## config.mk

```make
export PLATFORM = sky130hd
export DESIGN_NAME = chm_div
export DESIGN_NICKNAME = d
export VERILOG_FILES = /design/src/chm_pkg.sv /design/src/chm_div.sv
export SDC_FILE = /design/constraint.sdc
export NUM_CORES = 1
export LEC_CHECK = 0
export BUFFER_PORTS_ARGS = -buffer_cell sky130_fd_sc_hd__clkbuf_2
export CAP_MARGIN = 10
export CORE_ASPECT_RATIO = 0.6
export CORE_UTILIZATION = 40
export DETAILED_ROUTE_END_ITERATION = 8
export HOLD_SLACK_MARGIN = 0.03
export SLEW_MARGIN = 30
export SYNTH_ARGS = -nofsm -noshare
export SYNTH_HDL_FRONTEND = slang
export SYNTH_SLANG_ARGS = --single-unit
```

## constraint.sdc

```tcl
create_clock -name i_clk -period 6.3 [get_ports i_clk]
set_input_delay 0.315 -clock i_clk [delete_from_list [all_inputs] [get_ports i_clk]]
set_output_delay 0.315 -clock i_clk [all_outputs]
set_load 0.01 [all_outputs]
```

## src/chm_pkg.sv

```systemverilog
// Package: constants, codes, types and sequencer states of the chained hash map.
`default_nettype none
package chm_pkg;

    localparam int MAX_BUCKETS     = 64;
    localparam int CHAIN_DEPTH     = 16;
    localparam int INITIAL_BUCKETS = 3;

    localparam int BKT_W   = $clog2(MAX_BUCKETS);
    localparam int IDX_W   = $clog2(CHAIN_DEPTH);
    localparam int LEN_W   = IDX_W + 1;
    localparam int CNT_W   = 7;
    localparam int CFG_W   = 5;
    localparam int SLOT_AW = 1 + BKT_W + IDX_W;
    localparam int LEN_AW  = 1 + BKT_W;

    localparam logic [CFG_W-1:0] GROW_STEP_RST   = CFG_W'(4);
    localparam logic [CFG_W-1:0] CHAIN_LIMIT_RST = CFG_W'(10);

    localparam logic [1:0] CFG_GROW_STEP   = 2'd0;
    localparam logic [1:0] CFG_CHAIN_LIMIT = 2'd1;

    localparam logic [1:0] ACT_INSERT = 2'd0;
    localparam logic [1:0] ACT_DELETE = 2'd1;
    localparam logic [1:0] ACT_FIND   = 2'd2;

    localparam logic [1:0] ST_OK         = 2'd0;
    localparam logic [1:0] ST_NOT_FOUND  = 2'd1;
    localparam logic [1:0] ST_CHAIN_FULL = 2'd2;
    localparam logic [1:0] ST_GROW_FAIL  = 2'd3;

    typedef enum logic [3:0] {
        S_IDLE,
        S_DIV,
        S_LEN,
        S_SC,
        S_SC_CHK,
        S_SH,
        S_SH_W,
        S_G_START,
        S_G_OLEN,
        S_G_OLW,
        S_G_ENT,
        S_G_KRD,
        S_G_DIV,
        S_G_NL,
        S_DONE
    } t_state;

    typedef struct packed {
        logic              start;
        logic [31:0]       dividend;
        logic [CNT_W-1:0]  divisor;
    } t_div_req;

    typedef struct packed {
        logic              done;
        logic [BKT_W-1:0]  rem;
    } t_div_rsp;

    typedef struct packed {
        logic               we;
        logic [SLOT_AW-1:0] waddr;
        logic [31:0]        wkey;
        logic [31:0]        wval;
        logic [SLOT_AW-1:0] raddr;
    } t_slot_req;

    typedef struct packed {
        logic              we;
        logic [LEN_AW-1:0] waddr;
        logic [LEN_W-1:0]  wdata;
        logic [LEN_AW-1:0] raddr;
        logic              clr;
        logic              clr_bank;
    } t_len_req;

endpackage
`default_nettype wire

```

## src/chm_div.sv

```systemverilog
// Bit-serial signed modulo unit: non-negative remainder of a key by a bucket count.
`default_nettype none
module chm_div (
    input  wire logic             i_clk,
    input  wire logic             i_rst_n,
    input  wire chm_pkg::t_div_req i_req,
    output chm_pkg::t_div_rsp     o_rsp
);
    import chm_pkg::*;

    logic             r_busy;
    logic [4:0]       r_cnt;
    logic [31:0]      r_a;
    logic [CNT_W-1:0] r_r;
    logic [CNT_W-1:0] r_d;
    logic             r_neg;
    logic             r_done;
    logic [BKT_W-1:0] r_rem;

    logic [CNT_W:0]   trial;
    logic [CNT_W-1:0] n_r;
    logic [CNT_W-1:0] fin;

    always_comb begin
        trial = {r_r, r_a[31]};
        if (trial >= {1'b0, r_d}) begin
            n_r = CNT_W'(trial - {1'b0, r_d});
        end else begin
            n_r = trial[CNT_W-1:0];
        end
        if (r_neg && (n_r != '0)) begin
            fin = r_d - n_r;
        end else begin
            fin = n_r;
        end
    end

    always_ff @(posedge i_clk) begin
        if (!i_rst_n) begin
            r_busy <= 1'b0;
            r_done <= 1'b0;
            r_cnt  <= '0;
        end else begin
            r_done <= 1'b0;
            if (i_req.start) begin
                r_busy <= 1'b1;
                r_cnt  <= '0;
                r_neg  <= i_req.dividend[31];
                r_a    <= i_req.dividend[31] ? (32'd0 - i_req.dividend) : i_req.dividend;
                r_r    <= '0;
                r_d    <= i_req.divisor;
            end else if (r_busy) begin
                r_r   <= n_r;
                r_a   <= {r_a[30:0], 1'b0};
                r_cnt <= r_cnt + 5'd1;
                if (r_cnt == 5'd31) begin
                    r_busy <= 1'b0;
                    r_done <= 1'b1;
                    r_rem  <= fin[BKT_W-1:0];
                end
            end
        end
    end

    assign o_rsp.done = r_done;
    assign o_rsp.rem  = r_rem;

endmodule
`default_nettype wire

```

==> impl_results.md <==
* Slowest stage delay, CP at 0.57 ns
* GPL Wtd Cong at 0.860
* Primary FF master, synth: edfxtp_1
* Endpoint class of the critical path: register
* Initial antenna violation count at 0
* Tcrit/Tclk final at 0.621
* # IOs at 49
* Worst-case clock buffer depth at 2
* Total GRT Usage at 0.173
* Final min period at 3.91 ns
* Worst Hold Class: in2reg
* Area of the multi-input gates at 0.00171 mm^2
* Met1 Use GR at 0.255
* Largest net degree at the start of global routing at 73
* Starting density of the core at 0.419
* Register Area at 0.00173 mm^2
* Slew HR at 0.553
* P per Cell Area at 275 mW/mm^2
* Share of layout cells above drive strength 1 at 0.202
* Vias at 2645
* CP Buf/Inv Count at 2
* CP Class: reg2reg
* CTS Buf Count at 9
* Distinct cells, synth at 58
* Post-CTS Setup Bufs at 0
* Pleak at 0.00167 uW
* Die ar. at 0.00942 mm^2
* Synthesized flop and latch total at 60
* Nets@finish at 449
* Clock share of power at 0.376
* Sequential Power Share at 0.419
* GRT overflow at 0
* Fmax at 256 MHz
* Post-Syn Instances at 346
* Antenna-violating nets left at 0
* CP Max Fanout at 8
* Sequential fraction of the synthesis area at 0.480
* Synth async-reset ratio at 0
* Maxcap violations at 0
* CP max-delay cell: mux2i_1
* VDD IR-drop max at 0.000141 V
* Final WL at 7480 um
* Diode count at 0
* Clock sink total at 60
* Post-Route Utilization at 0.484
* Yosys warning count at 0
* First-pass GRT wire length at 12200 um
* CTS resizes at 0
* Row cnt at 26
* RSZ-0062 raised after global routing: no
* Pint at 841 uW
* Clock Latency Late Sink at 0.33 ns
* Crit path max-delay family: compound AO/OA/AOI/OAI gates
* Switching portion of total power at 0.267
* Number of DRC markers in iteration 0 at 190
* Max-slew violations at 0
* IO Port Bufs at 48
* WL per Instance at 14.7 um
* Crit-path cells: inv_1, ha_1, inv_1, fa_1, a211oi_1, o21a_1, o21ai_2, mux2i_1, xnor2_1, ha_1, a21o_1, a221oi_1, nor3_1, o31a_1
* DRT Pass-1 Iters at 4
* CTS tree: yes
* Vias per cell at 5.21
* Clock Skew at 0.00868 ns
* Worst slack at placement at 2.46 ns
* Core Footprint at 0.00862 mm^2
* Clock tree root buffer cell: clkbuf_16
* Sum Neg Setup Slack at 0 ns
* Reg clk slew, reported paths at 0.05 ns
* Die Y at 75.6 um
* Met3 usage at 0.0625
* HPWL after DPL at 5400 um
* Syn_nets at 403
* Setup violations, final at 0
* Synthesis-to-finish area growth at 15.7%
* Switching power at 307 uW
* Combinational power share at 0.205
* Grt met2 use at 0.230
* Final hold violation count at 0
* Number of synthesized flops with an enable pin at 53
* Crit start category: register
* CP arrival at 3.99 ns
* Worst setup margin at 2.39 ns
* # fillers at 792
* Vias in the first global route at 2423
* CP required at 6.37 ns
* H-tree depth at 3
* Combined area of all synthesized cells at 0.00361 mm^2
* Worst slew pin tran at 0.652 ns
* Post-CTS Hold Buffers at 0
* Die width at 125 um
* Mapped Avg Cell Area at 10.4 um^2
* Global route hottest layer: met1
* Status: completed
* DRC viols at 0
## sequential cells by signal, summed over array words and instances (netlist names)
signal,count
r_d,7
r_r,7
r_done,1
r_cnt,5
r_neg,1
r_a,32
r_rem,6
r_busy,1
## worst register-to-register path, delay by kind of cell, from the launching register on
family | cells | cell delay [ns]
compound gates | 6 | 1.54
xor+xnor | 1 | 0.15
fa+ha+maj | 3 | 0.79
buf+inv | 2 | 0.14
flops | 1 | 0.39
mux | 1 | 0.57
simple gates | 1 | 0.08
## cell usage in the layout, fill, tap and decap left out, types with 5 or more instances in the layout
cell type / netlist / routed
or3_1: 5 / 5
edfxtp_1: 53 / 53
o31ai_1: 7 / 7
clkbuf_16: 0 / 9
nor2_1: 55 / 55
nand2_1: 15 / 15
xor2_1: 30 / 30
o21ai_0: 12 / 12
dfxtp_1: 7 / 7
mux2i_1: 9 / 9
xnor2_1: 12 / 12
clkbuf_2: 0 / 48
inv_1: 20 / 20
a21oi_1: 34 / 34
ha_1: 14 / 14
## worst paths after layout
kind	startpoint	slack, ns	cells past startpoint	end
worst max-delay path	r_a[31]	2.39	14	r_rem[4]
worst min register to register	r_cnt[3]	0.51	2	r_cnt[3]
worst max register to register	r_a[31]	2.39	14	r_rem[4]
worst min-delay path	i_req[6]	0.16	1	r_d[6]
## Yosys cell counts, types with 2 or more instances
library cell / instances / area [um^2]
o21ai_0: 12 / 60.1
a21o_1: 3 / 22.5
ha_1: 14 / 175
xor2_1: 30 / 263
mux2i_1: 9 / 90.1
xnor2_1: 12 / 105
o41ai_1: 4 / 35.0
nand3_1: 4 / 20.0
or3_4: 2 / 22.5
nor2_1: 55 / 206
edfxtp_1: 53 / 1590
nor2b_1: 3 / 18.8
a21oi_1: 34 / 170
buf_6: 2 / 22.5
or3_1: 5 / 31.3
inv_1: 20 / 75.1
nor3_2: 2 / 20.0
a31oi_1: 2 / 12.5
nand2_1: 15 / 56.3
o21a_1: 3 / 22.5
or2_2: 2 / 12.5
nand4_1: 3 / 18.8
o31ai_1: 7 / 52.6
or4_4: 2 / 22.5
a211oi_1: 2 / 15.0
dfxtp_1: 7 / 140
clkbuf_1: 8 / 30.0
## layer usage
metal,vias to the layer above,wire [um]
met2,63,2880
met1,1237,4110
met4,0,50
met3,4,435
li1,1341,-
met5,-,0
## cell type report
class,count,area share
clock buffer,12,0.0590
tap,112,0.0336
clock inverter,3,0.00359
timing repair buffer,50,0.0611
multi-input combinational,251,0.410
inverter,20,0.0180
sequential,60,0.415
## stage by stage
| stage | std cells | hold WS (ns) | power, uW | cell area [um^2] |
|---|---|---|---|---|
| global route | 508 | 0.153 | 1200 | 4180 |
| floorplan | 346 | 0.414 | 660 | 3610 |
| global placement | 493 | 0.488 | 717 | 3920 |
| detailed placement | 493 | 0.494 | 723 | 3920 |
| finish | 508 | 0.160 | 1150 | 4180 |
| CTS | 508 | 0.147 | 1160 | 4180 |
## logic make-up (layout without fill, tap and decap cells)
kind of cell,after synthesis,after routing,share of synthesized area
DFF,60,60,0.480
muxes,11,11,0.0319
xor gates and xnor gates,42,42,0.102
adders and majority gates,15,15,0.0541
and+or+nand+nor,105,105,0.149
buffers and inverters,35,85,0.0461
AOI/OAI and AO/OA,78,78,0.138
## power by group through the flow
stage / sequential, uW / combinational (uW) / clock [uW]
after floorplan: 485 / 175 / 0
after global placement: 488 / 228 / 0
after detailed placement: 489 / 234 / 0
after CTS: 482 / 235 / 442
after global routing: 484 / 261 / 459
final: 482 / 235 / 432
(Power assumes the default switching activity.)
